[src/rtl/bbc_pkg.sv]
// ---------------------------------------------------------------------------
// bbc_pkg
// Shared types, constants and bracket decode for the bracket balance checker
// ---------------------------------------------------------------------------
package bbc_pkg;

    localparam int STACK_DEPTH_DEF = 32;

    typedef enum logic [1:0] {
        KIND_PAREN  = 2'd0,
        KIND_BRACE  = 2'd1,
        KIND_SQUARE = 2'd2,
        KIND_NONE   = 2'd3
    } t_kind;

    localparam logic [7:0] CH_LPAREN  = 8'h28;
    localparam logic [7:0] CH_RPAREN  = 8'h29;
    localparam logic [7:0] CH_LBRACE  = 8'h7B;
    localparam logic [7:0] CH_RBRACE  = 8'h7D;
    localparam logic [7:0] CH_LSQUARE = 8'h5B;
    localparam logic [7:0] CH_RSQUARE = 8'h5D;

    function automatic t_kind opening_kind(input logic [7:0] c);
        t_kind k;
        case (c)
            CH_LPAREN:  k = KIND_PAREN;
            CH_LBRACE:  k = KIND_BRACE;
            CH_LSQUARE: k = KIND_SQUARE;
            default:    k = KIND_NONE;
        endcase
        return k;
    endfunction

    function automatic t_kind closing_kind(input logic [7:0] c);
        t_kind k;
        case (c)
            CH_RPAREN:  k = KIND_PAREN;
            CH_RBRACE:  k = KIND_BRACE;
            CH_RSQUARE: k = KIND_SQUARE;
            default:    k = KIND_NONE;
        endcase
        return k;
    endfunction

endpackage

[src/rtl/bbc_stack_mem.sv]
// ---------------------------------------------------------------------------
// bbc_stack_mem
// Bracket stack storage: one write port, one registered read port
// ---------------------------------------------------------------------------
module bbc_stack_mem #(
    parameter int STACK_DEPTH = bbc_pkg::STACK_DEPTH_DEF,
    localparam int AW = (STACK_DEPTH > 1) ? $clog2(STACK_DEPTH) : 1
) (
    input  logic               i_clk,
    input  logic               i_we,
    input  logic [AW-1:0]      i_waddr,
    input  bbc_pkg::t_kind     i_wdata,
    input  logic [AW-1:0]      i_raddr,
    output bbc_pkg::t_kind     o_rdata
);

    bbc_pkg::t_kind r_mem [STACK_DEPTH];
    bbc_pkg::t_kind r_rdata;

    always_ff @(posedge i_clk) begin
        if (i_we) begin
            r_mem[i_waddr] <= i_wdata;
        end
        r_rdata <= r_mem[i_raddr];
    end

    assign o_rdata = r_rdata;

endmodule

[config.mk]
export PLATFORM = sky130hd
export DESIGN_NAME = bbc_stack_mem
export DESIGN_NICKNAME = d
export VERILOG_FILES = /design/src/rtl/bbc_pkg.sv /design/src/rtl/bbc_stack_mem.sv
export SDC_FILE = /design/constraint.sdc
export NUM_CORES = 1
export LEC_CHECK = 0
export BUFFER_PORTS_ARGS = -buffer_cell sky130_fd_sc_hd__buf_4
export CAP_MARGIN = 20
export CORE_AREA = 2 2 78 80
export DETAILED_ROUTE_END_ITERATION = 12
export DIE_AREA = 0 0 80 82
export GPL_TIMING_DRIVEN = 0
export PLACE_DENSITY = 0.75
export SLEW_MARGIN = 20
export SYNTH_ARGS = -nofsm -noshare
export SYNTH_HDL_FRONTEND = slang
export SYNTH_SLANG_ARGS = --single-unit
[constraint.sdc]
create_clock -name i_clk -period 1.2 [get_ports i_clk]
set_input_delay 0.06 -clock i_clk [delete_from_list [all_inputs] [get_ports i_clk]]
set_output_delay 0.06 -clock i_clk [all_outputs]
set_load 0.005 [all_outputs]
==> results of run 1 <==
-- registers in the layout (all words and copies together) (netlist names) --
register and flops:
o_rdata 2, r_mem 64
-- worst reg2reg max path: stages (launching register included) --
cell      delay, ps
edfxtp_1        370
mux2i_1         160
a22oi_1         100
and4b_1         220
a31oi_2         200
o311ai_2        160
-- per-stage QoR --
stage | worst slack, ps | total power, W | TNS, ps | std cells
4_1_cts | -141.4 | 0.004408 | -244.9 | 290
3_5_place_dp | -212.2 | 0.002936 | -3515 | 274
2_1_floorplan | 110.3 | 0.002790 | 0 | 185
3_3_place_gp | -202.3 | 0.002927 | -2797 | 274
5_1_grt | -223.4 | 0.004533 | -421.8 | 290
6_report | -140.6 | 0.004385 | -221.4 | 290
-- cells in the final DEF, fill, tap and decap left out, types with 3 or more instances in the layout --
master and instances:
clkinv_1 3, a22oi_1 14, mux2i_1 32, buf_4 14, clkbuf_8 9, nor2_1 34
buf_6 3, nand3b_1 5, nand2_1 7, edfxtp_1 64, clkbuf_1 3
-- cell usage after synthesis, types with 2 or more instances --
| cell type | instances |
|---|---|
| buf_6 | 3 |
| nor2b_1 | 2 |
| nand2_1 | 7 |
| mux2i_1 | 32 |
| edfxtp_1 | 64 |
| a21oi_1 | 2 |
| dfxtp_1 | 2 |
| o311ai_1 | 2 |
| a31oi_1 | 2 |
| nand3b_1 | 5 |
| a22oi_1 | 14 |
| nand4b_1 | 2 |
| and4b_1 | 2 |
| nand3_1 | 2 |
| or3b_1 | 2 |
| clkbuf_2 | 2 |
| nor2_1 | 34 |
-- worst paths after layout --
| kind | cells after the start | startpoint | slack (ps) | endpoint |
|---|---|---|---|---|
| setup / recovery | 5 | r_mem[11][1] | -140 | o_rdata[1] |
| hold / removal | 2 | i_raddr[4] | 30 | o_rdata[1] |
| setup reg to reg | 5 | r_mem[11][1] | -140 | o_rdata[1] |
| hold reg to reg | 4 | r_mem[24][0] | 690 | o_rdata[0] |
-- repair_timing --
action	in CTS	in global routing
endpoints found under the setup margin	2	2
buffers inserted	0	0
hold buffers	0	0
resized for setup	2	1
-- per-layer routing --
metal  GRT usage [%]  vias to the layer above  routed length, microns
li1                -                      761                       -
met4           10.00                        0                      85
met2           29.42                       52                    2634
met5               0                        -                       0
met3           4.945                        9                     301
met1           22.10                      788                    2186
-- cell families (layout without fill, tap and decap cells) --
logic type | Yosys count | count (layout) | share of synthesized area [%]
AOI/OAI and AO/OA | 20 | 20 | 5.216
buffers and inverters | 8 | 38 | 2.428
and+or+nand+nor | 59 | 59 | 10.34
muxes | 32 | 32 | 11.51
DFF | 66 | 66 | 70.50
-- area by class of cell --
class                   count  share of cell area [%]
clock buffers              11                   4.165
clock inverters             5                  0.6743
repair buffers             14                   3.332
flip-flops and latches     66                   62.20
multi-input cells         111                   24.51
well taps                  75                   2.975
plain buffers               8                   2.142
-- report_power, final --
| group | total, W | switching, W | leakage (nW) | internal, W |
|---|---|---|---|---|
| sequential | 0.00257 | 0.00000769 | 0.593 | 0.00256 |
| clock | 0.00149 | 0.000769 | 0.0796 | 0.000722 |
| combinational | 0.000326 | 0.000191 | 0.423 | 0.000135 |
==> summary.md, run 1 <==
| Metric | Value |
|---|---|
| Status | `finished with violations` |
| Violated checks | `setup timing` |
| CTS root buffer | `clkbuf_8` |
| First-pass GRT wire length | `8383 microns` |
| Post-synth cell types | `23` |
| Leading area contributor after synthesis | `edfxtp_1` |
| Final setup violation count | `2` |
| Fmax | `745.9 MHz` |
| Core area | `between 5000 and 6000 sq um` |
| Worst-Margin Slew | `around 520 ps` |
| IO Port Bufs | `14` |
| Final Cell Area | `3154 sq um` |
| Initial Util | `between 40% and 50%` |
| Worst-path maximum fanout | `1` |
| Number of register bits inferred by synthesis | `66` |
| Sequence of cells on the critical path | `mux2i_1, a22oi_1, and4b_1, a31oi_2, o311ai_2` |
| CP arrival | `about 1500 ps` |
| Area contributors post-synth | `edfxtp_1 (69%), mux2i_1 (12%), nor2_1 (4.6%)` |
| Max-slew headroom | `65.27%` |
| Slowest stage delay, CP | `~370 ps` |
| Buf/Inv on CP | `0` |
| CTS clk-pin slew, worst paths | `roughly 70 ps` |
| Via/cell ratio | `between 5 and 6` |
| RSZ-0062 raised after global routing | `yes` |
| DRT iter0 DRCs | `approximately 150` |
| Routed WL | `roughly 5200 microns` |
| Die X | `roughly 80 microns` |
| Die height | `roughly 82 microns` |
| Peak supply drop | `approximately 560 uV` |
| Post-synth EDFFs | `64` |
| GPL Wtd Cong | `between 0.7 and 0.8` |
| Inserted Diodes | `0` |
| DRT antenna net count | `0` |
| Area of the multi-input gates | `between 700 and 800 sq um` |
| Leakage power | `1.096 nW` |
| Post-synth ARST share | `0%` |
| Vias in the first global route | `~1,700` |
| Synthesized net count | `just under 200` |
| # DRC | `0` |
| DP Wirelength | `3294 microns` |
| Largest net degree at the start of global routing | `33` |
| Gr ovfl total | `0` |
| CTS tree | `yes` |
| NumNets Final | `around 220` |
| Final hold viol count | `0` |
| Routed len/inst | `around 18 microns` |
| I/O pins | `16` |
| Period utilization | `111.7%` |
| Crit Path Category | `reg -> reg` |
| Initial antenna violation count | `0` |
| Worst Setup End Kind | `register` |
| Post-Syn Area | `2783 sq um` |
| GRT Overall Usage | `18.13%` |
| Delay-heaviest family, CP | `compound AO/OA/AOI/OAI gates` |
| Share of post-route cells with drive strength above 1 | `between 15 and 20%` |
| Clk_lat worst skew | `330 ps` |
| Worst Setup Start Kind | `register` |
| 1st-pass router iterations | `4` |
| Mapped Cells | `about 190` |
| Dpl cell area | `2982 sq um` |
| P per Cell Area | `approximately 1400 nW/um^2` |
| Maximum clock path buffer count | `2` |
| Max_cap viols | `0` |
| Die area | `6560 sq um` |
| Max-slew violations | `0` |
| Detailed-route via count | `around 1,600` |
| Syn_area_per_cell | `~15 sq um` |
| Yosys warnings | `0` |
| Fillers | `491` |
| Hold Crit Class | `in -> reg` |
| Worst Slack Setup Final | `-140.6 ps` |
| Worst Hold Slack | `around 35 ps` |
| Area grow syn2layout | `13.35%` |
| Worst EP required | `~1400 ps` |
| H-tree levels | `3` |
| Layout Skew | `roughly 6.2 ps` |
| Yosys top cell area share | `between 60 and 70%` |
| Num rows | `28` |
| Post-layout min period | `1341 ps` |
| Final core occ | `between 50% and 60%` |
| Synth Flop Type | `edfxtp_1` |
| Clock sinks | `66` |
| FF/Latch Area | `roughly 2000 sq um` |
| CTS buffer count | `9` |
| Sequential area share after synthesis | `70.50%` |
| CP max-delay cell | `edfxtp_1` |
Power figures use the tool's default switching activity.
==> run 2, diff against run 1 <==
--- a/config.mk
+++ b/config.mk
@@ -12,6 +12,7 @@
 export DIE_AREA = 0 0 80 82
 export GPL_TIMING_DRIVEN = 0
 export PLACE_DENSITY = 0.75
+export RECOVER_POWER = 25
 export SLEW_MARGIN = 20
 export SYNTH_ARGS = -nofsm -noshare
 export SYNTH_HDL_FRONTEND = slang
==> constraint.sdc (replaced) <==
create_clock -name i_clk -period 1.72 [get_ports i_clk]
set_input_delay 0.086 -clock i_clk [delete_from_list [all_inputs] [get_ports i_clk]]
set_output_delay 0.086 -clock i_clk [all_outputs]
set_load 0.005 [all_outputs]
==> summary.md, run 2 (synthesized netlist as in run 1, its figures left out) <==
| Metric | Value |
|---|---|
| CTS tree | `yes` |
| Core area | `5746 sq um (unchanged)` |
| GRT Overall Usage | `18.10% (-0.024 points)` |
| GPL Wtd Cong | `0.7327 (unchanged)` |
| Worst r2r dst | `o_rdata[1]` |
| Die area | `6560 sq um (unchanged)` |
| Inserted Diodes | `0 (unchanged)` |
| Post-CTS setup buffer count | `0 (unchanged)` |
| Min-delay src | `i_raddr[3]` |
| Biggest register | `r_mem` |
| Detailed-route via count | `1,598 (-0.75%)` |
| 1st-pass router iterations | `4 (unchanged)` |
| H-tree levels | `3 (unchanged)` |
| Leakage power | `1.086 nW (-0.90%)` |
| Worst Setup Start Kind | `register` |
| Largest net degree at the start of global routing | `33 (unchanged)` |
| IO Port Bufs | `14 (unchanged)` |
| Gr ovfl total | `0 (unchanged)` |
| Reg power frac | `58.7% (about the same)` |
| Max-slew violations | `0 (unchanged)` |
| Sum Neg Setup Slack | `0 ps (+221.4 ps)` |
| Most frequent cells in the layout | `edfxtp_1 (64), nor2_1 (34), mux2i_1 (32)` |
| Fmax | `730.8 MHz (-2.0%)` |
| Total Power | `0.003058 W (-30%)` |
| CP max-delay cell | `edfxtp_1` |
| NumNets Final | `224 (unchanged)` |
| Worst Setup End Kind | `register` |
| Int Pwr | `0.002381 W (-30%)` |
| Die height | `82 microns (unchanged)` |
| Slowest stage delay, CP | `370 ps (about the same)` |
| # DRC | `0 (unchanged)` |
| Max-slew headroom | `12.65% (-53 points)` |
| Layout Skew | `7.977 ps (+1.776 ps)` |
| Clk_lat worst skew | `340 ps (about the same)` |
| Share of post-route cells with drive strength above 1 | `14.42% (-2.3 points)` |
| Initial antenna violation count | `0 (unchanged)` |
| Status | `complete, no violations` |
| CTS clk-pin slew, worst paths | `70 ps (about the same)` |
| Min-Delay Endpoint | `o_rdata[0]` |
| DRT antenna net count | `0 (unchanged)` |
| Sequence of cells on the critical path | `mux2i_1, a22oi_1, and4b_1, a31oi_1, o311ai_1` |
| CTS root buffer | `clkbuf_8` |
| Via/cell ratio | `5.510 (-0.75%)` |
| Psw | `0.0006768 W (-30%)` |
| Final hold viol count | `0 (unchanged)` |
| CP arrival | `1560 ps (+20 ps)` |
| Most common cell after layout, fill and taps aside | `edfxtp_1` |
| CTS buffer count | `9 (unchanged)` |
| First-pass GRT wire length | `8390 microns (about the same)` |
| RR Startpoint | `r_mem[11][1]` |
| Peak supply drop | `390.7 uV (-31%)` |
| Max_cap viols | `0 (unchanged)` |
| Clock sinks | `66 (unchanged)` |
| Comb power frac | `7.2% (-0.2 points)` |
| Routed WL | `5214 microns (+0.13%)` |
| DRT iter0 DRCs | `137 (-6.8%)` |
| Area grow syn2layout | `12.37%` |
| Post-layout min period | `1368 ps (+27.71 ps)` |
| DP Wirelength | `3294 microns (unchanged)` |
| Max reg flops | `64 (unchanged)` |
| Crit Path Category | `reg -> reg` |
| I/O pins | `16 (unchanged)` |
| CTS Hold Bufs | `0 (unchanged)` |
| Worst EP required | `1920 ps (+520 ps)` |
| P per Cell Area | `977.9 nW/um^2 (-30%)` |
| Final setup violation count | `0 (-2)` |
| Worst-path maximum fanout | `1 (unchanged)` |
| Vias in the first global route | `1,693 (+0.059%)` |
| Die X | `80 microns (unchanged)` |
| Clock power share | `34.2% (+0.2 points)` |
| Worst-Margin Slew | `1310 ps (+789.4 ps)` |
| RSZ-0062 raised after global routing | `no` |
| Initial Util | `48.43% (unchanged)` |
| Hold depth | `2 (unchanged)` |
| Hold Crit Class | `in -> reg` |
| Post-cts resize count | `0 (-2)` |
| Maximum clock path buffer count | `2 (unchanged)` |
| Routed len/inst | `17.98 microns (+0.13%)` |
| FF-to-FF setup slack | `350 ps (+490 ps)` |
| Sw frac | `22.14% (+0.073 points)` |
| Period utilization | `79.55% (-32 points)` |
| R2R depth | `5 (unchanged)` |
| Num rows | `28 (unchanged)` |
==> run 2: final cells by class <==
type	count	area, sq um
well taps	75	93.84
clock inverters	5	21.27
fillers	499	2619
clock buffers	11	131.4
flip-flops and latches	66	1962
plain buffers	8	67.56
repair buffers	14	97.59
multi-input cells	111	753.2
==> run 2: worst max-delay path by stage <==
| stage | startpoint | endpoint | slack [ps] | cells past startpoint |
|---|---|---|---|---|
| global route | r_mem[11][1] | o_rdata[1] | 240 | 5 |
| floorplan | i_raddr[0] | o_rdata[0] | 600 | 7 |
| global placement | i_raddr[1] | o_rdata[0] | 290 | 6 |
| finish | r_mem[11][1] | o_rdata[1] | 350 | 5 |
| detailed placement | i_raddr[1] | o_rdata[1] | 280 | 6 |
| CTS | r_mem[9][1] | o_rdata[1] | 330 | 5 |
==> run 2: stage by stage <==
step / instances / area (sq um) / setup WS, ps / hold slack (ps) / util, %
2_1_floorplan: 185 / 2783 / 604.3 / 184.9 / -
3_3_place_gp: 274 / 2982 / 291.7 / 410.9 / 51.89
3_5_place_dp: 274 / 2982 / 281.8 / 411.2 / 51.89
4_1_cts: 290 / 3134 / 333.2 / 52.76 / 54.55
5_1_grt: 290 / 3127 / 239.8 / 72.40 / 54.42
6_report: 290 / 3127 / 351.7 / 66.63 / 54.42
==> run 2: power by group through the flow <==
| stage | Combinational (W) | Sequential [W] | Clock [W] |
|---|---|---|---|
| floorplan | 0.000119 | 0.00183 | 0 |
| global placement | 0.000216 | 0.00183 | 0 |
| detailed placement | 0.000221 | 0.00183 | 0 |
| CTS | 0.000223 | 0.00179 | 0.00106 |
| global route | 0.000240 | 0.00179 | 0.00112 |
| finish | 0.000219 | 0.00179 | 0.00104 |
==> run 2: routing by layer <==
metal / part of all wire, % / track usage, % / up-vias
met2: 51 / 29.33 / 52
met3: 5.4 / 4.945 / 11
met4: 2.0 / 10.00 / 0
li1: - / - / 759
met5: 0 / 0 / -
met1: 42 / 22.10 / 776
==> run 2: critical path, delay by kind of cell (launching register included) <==
kind / cells / cell delay (ps)
flip-flops: 1 / 370
multiplexers: 1 / 160
AND/OR/NAND/NOR: 1 / 200
AO/OA/AOI/OAI: 3 / 490
==> run 3, diff against run 2 <==
--- a/config.mk
+++ b/config.mk
@@ -5,11 +5,12 @@
 export SDC_FILE = /design/constraint.sdc
 export NUM_CORES = 1
 export LEC_CHECK = 0
+export ABC_AREA = 1
 export BUFFER_PORTS_ARGS = -buffer_cell sky130_fd_sc_hd__buf_4
 export CAP_MARGIN = 20
-export CORE_AREA = 2 2 78 80
+export CORE_AREA = 2 2 80 82
 export DETAILED_ROUTE_END_ITERATION = 12
-export DIE_AREA = 0 0 80 82
+export DIE_AREA = 0 0 82 84
 export GPL_TIMING_DRIVEN = 0
 export PLACE_DENSITY = 0.75
 export RECOVER_POWER = 25
==> constraint.sdc (replaced) <==
create_clock -name i_clk -period 1.42 [get_ports i_clk]
set_input_delay 0.071 -clock i_clk [delete_from_list [all_inputs] [get_ports i_clk]]
set_output_delay 0.071 -clock i_clk [all_outputs]
set_load 0.005 [all_outputs]
==> summary.md, run 3 <==
| Metric | Value |
|---|---|
| Layout Skew | `5.304 ps (-2.673 ps)` |
| Maximum clock path buffer count | `2 (unchanged)` |
| Largest net degree at the start of global routing | `33 (unchanged)` |
| Share of post-route cells with drive strength above 1 | `15.77% (+1.4 points)` |
| Gr ovfl total | `0 (unchanged)` |
| Clk_lat worst skew | `330 ps (about the same)` |
| Final hold viol count | `0 (unchanged)` |
| Initial Util | `47.68% (-0.75 points)` |
| Most common cell after layout, fill and taps aside | `nand2_1` |
| Detailed-route via count | `1,982 (+24%)` |
| Post-synth cell types | `13 (-43%)` |
| Core area | `6096 sq um (+6.1%)` |
| Via/cell ratio | `5.285 (-4.1%)` |
| Total Power | `0.003972 W (+30%)` |
| Synth Flop Type | `edfxtp_1` |
| R2R depth | `8 (+3)` |
| Sum Neg Setup Slack | `0 ps (unchanged)` |
| NumNets Final | `307 (+37%)` |
| Dpl cells | `358 (+31%)` |
| GPL Wtd Cong | `0.9069 (+24%)` |
| IO Port Bufs | `12 (-2)` |
| Post-layout min period | `around 1100 ps` |
| Num rows | `29 (+3.6%)` |
| Top-count cell post-synth | `nand2_1` |
| FF/Latch Area | `1962 sq um (unchanged)` |
| Post-Syn Area | `2907 sq um (+4.5%)` |
| Synthesized net count | `283 (+42%)` |
| Yosys top cell area share | `66.12% (-2.9 points)` |
| Inserted Diodes | `0 (unchanged)` |
| CTS tree | `yes` |
| RSZ-0062 raised after global routing | `no` |
| First-pass GRT wire length | `9059 microns (+8.0%)` |
| Most instantiated cells after synthesis | `nand2_1 (80), edfxtp_1 (64), nand3_1 (60), nor2_1 (32), nand2_2 (10)` |
| Leading area contributor after synthesis | `edfxtp_1` |
| Worst r2r dst | `o_rdata[0]` |
| GRT Overall Usage | `18.72% (+0.62 points)` |
| Post-synth EDFFs | `64 (unchanged)` |
| DP Wirelength | `3740 microns (+14%)` |
| Number of register bits inferred by synthesis | `66 (unchanged)` |
| P per Cell Area | `1210 nW/um^2 (+24%)` |
| Critical path depth | `1 (-4)` |
| Buf/Inv on CP | `1 (+1)` |
| Hold Crit Class | `in -> reg` |
| DRT antenna net count | `0 (unchanged)` |
| Biggest register | `r_mem` |
| Mapped Cells | `269 (+45%)` |
| Fillers | `535 (+7.2%)` |
| Area of the multi-input gates | `783.3 sq um (+4.0%)` |
| Final Cell Area | `3282 sq um (+5.0%)` |
| Crit Path Category | `in -> reg` |
| FF-to-FF setup slack | `370 ps (+20 ps)` |
| Leakage power | `1.228 nW (+13%)` |
| Syn_area_per_cell | `10.80 sq um (-28%)` |
| Max reg flops | `64 (unchanged)` |
| Worst-Margin Slew | `1328 ps (+17.41 ps)` |
| 1st-pass router iterations | `5 (+1)` |
| Peak supply drop | `993.4 uV (+150%)` |
| Routed len/inst | `15.40 microns (-14%)` |
| Max-slew headroom | `11.49% (-1.2 points)` |
| Most frequent cells in the layout | `nand2_1 (80), edfxtp_1 (64), nand3_1 (60)` |
| Worst EP required | `1370 ps (-550 ps)` |
| Fin cells | `375 (+29%)` |
| Yosys warnings | `0 (unchanged)` |
| Fmax | `around 900 MHz` |
| Worst Setup Start Kind | `primary input` |
| Vias in the first global route | `1,903 (+12%)` |
| CTS root buffer | `clkbuf_8` |
| Worst Setup End Kind | `register` |
| Area grow syn2layout | `12.91%` |
| Die X | `82 microns (+2.5%)` |
| Final setup violation count | `0 (unchanged)` |
| Sequence of cells on the critical path | `clkbuf_1` |
| Routed WL | `5776 microns (+11%)` |
| Setup WS pre-CTS | `187.2 ps (-94.56 ps)` |
| Dpl cell area | `3093 sq um (+3.7%)` |
| Area contributors post-synth | `edfxtp_1 (66%), nand2_1 (10%), nand3_1 (10%)` |
| DRT iter0 DRCs | `220 (+61%)` |
| Period utilization | `between 70% and 80%` |
| Worst Slack Setup Final | `336.3 ps (-15.36 ps)` |
| H-tree levels | `3 (unchanged)` |
| Initial antenna violation count | `0 (unchanged)` |
| Die area | `6888 sq um (+5.0%)` |
| Worst-path maximum fanout | `32 (+31)` |
| Max-slew violations | `0 (unchanged)` |
| CTS clk-pin slew, worst paths | `70 ps (about the same)` |
| Clock sinks | `66 (unchanged)` |
| CTS buffer count | `9 (unchanged)` |
| Slowest stage delay, CP | `940 ps (+570 ps)` |
| Setup crit end | `r_mem[17][0]` |
| Post-synth ARST share | `0% (unchanged)` |
| Die height | `84 microns (+2.4%)` |
| CP max-delay cell | `clkbuf_1` |
| Status | `complete, no violations` |
| Max_cap viols | `0 (unchanged)` |
| I/O pins | `16 (unchanged)` |
| # DRC | `0 (unchanged)` |
| CP arrival | `1030 ps (-530 ps)` |
| Delay-heaviest family, CP | `buffers and inverters` |
| RR Startpoint | `r_mem[25][0]` |
| Sequential area share after synthesis | `67.50% (-3.0 points)` |
| Worst setup path startpoint | `i_wdata[0]` |
-- run 3: changes by cell type after synthesis, moves of 5 or more --
cell / before / now
a22oi_1: 14 / 0
inv_1: 0 / 8
mux2i_1: 32 / 0
nand2_1: 7 / 80
nand2_2: 0 / 10
nand3_1: 2 / 60
nand3b_1: 5 / 0
-- run 3: repair_timing --
| action | 4_1_cts | 5_1_grt |
|---|---|---|
| buffers inserted | 0 | 0 |
| endpoints found under the hold margin | 2 | 0 |
| resized for setup | 0 | 0 |
| hold buffers | 1 | 0 |
-- run 3: how the worst min path moves through the flow --
stage / from / endpoint / slack, ps / cells after the start
2_1_floorplan: i_wdata[0] / r_mem[0][0] / 170 / 0
3_3_place_gp: i_raddr[4] / o_rdata[1] / 310 / 3
3_5_place_dp: i_raddr[4] / o_rdata[1] / 310 / 3
4_1_cts: i_raddr[3] / o_rdata[0] / 70 / 5
5_1_grt: i_raddr[3] / o_rdata[1] / 100 / 5
6_report: i_raddr[3] / o_rdata[0] / 80 / 5
-- run 3: report_power, final --
group          total, W  internal (W)  switching (W)
Combinational  0.000319      0.000112       0.000207
Clock           0.00148      0.000805       0.000676
Sequential      0.00217       0.00217     0.00000696
Total           0.00397       0.00308       0.000890
-- run 3: stage by stage --
stage	utilization, %	hold WS, ps
after global placement	50.74	312.8
final	53.84	82.45
after global routing	53.84	95.41
after detailed placement	50.74	312.1
after floorplan	-	169.9
after CTS	53.96	69.02
-- run 3: cell type report --
type / count / area share [%]
Tap cell: 77 / 2.936
Clock buffer: 11 / 4.003
Inverter: 10 / 1.372
Clock inverter: 5 / 1.677
Timing Repair Buffer: 13 / 2.821
Buffer: 11 / 3.546
Multi-Input combinational cell: 182 / 23.87
Sequential cell: 66 / 59.78
-- run 3: cells by family (layout without fill, tap and decap cells) --
logic type | count (synthesis) | in the layout | synth area share [%]
DFF | 66 | 66 | 67.50
buffers and inverters | 21 | 50 | 5.553
and+or+nand+nor | 182 | 182 | 26.95
-- run 3: layer usage --
metal / track usage (%) / share of wire [%] / vias to the layer above
met5: 0 / 0 / -
met4: 9.848 / 2.7 / 0
met3: 4.978 / 5.5 / 19
met2: 28.31 / 47 / 69
met1: 24.47 / 44 / 927
li1: - / - / 967
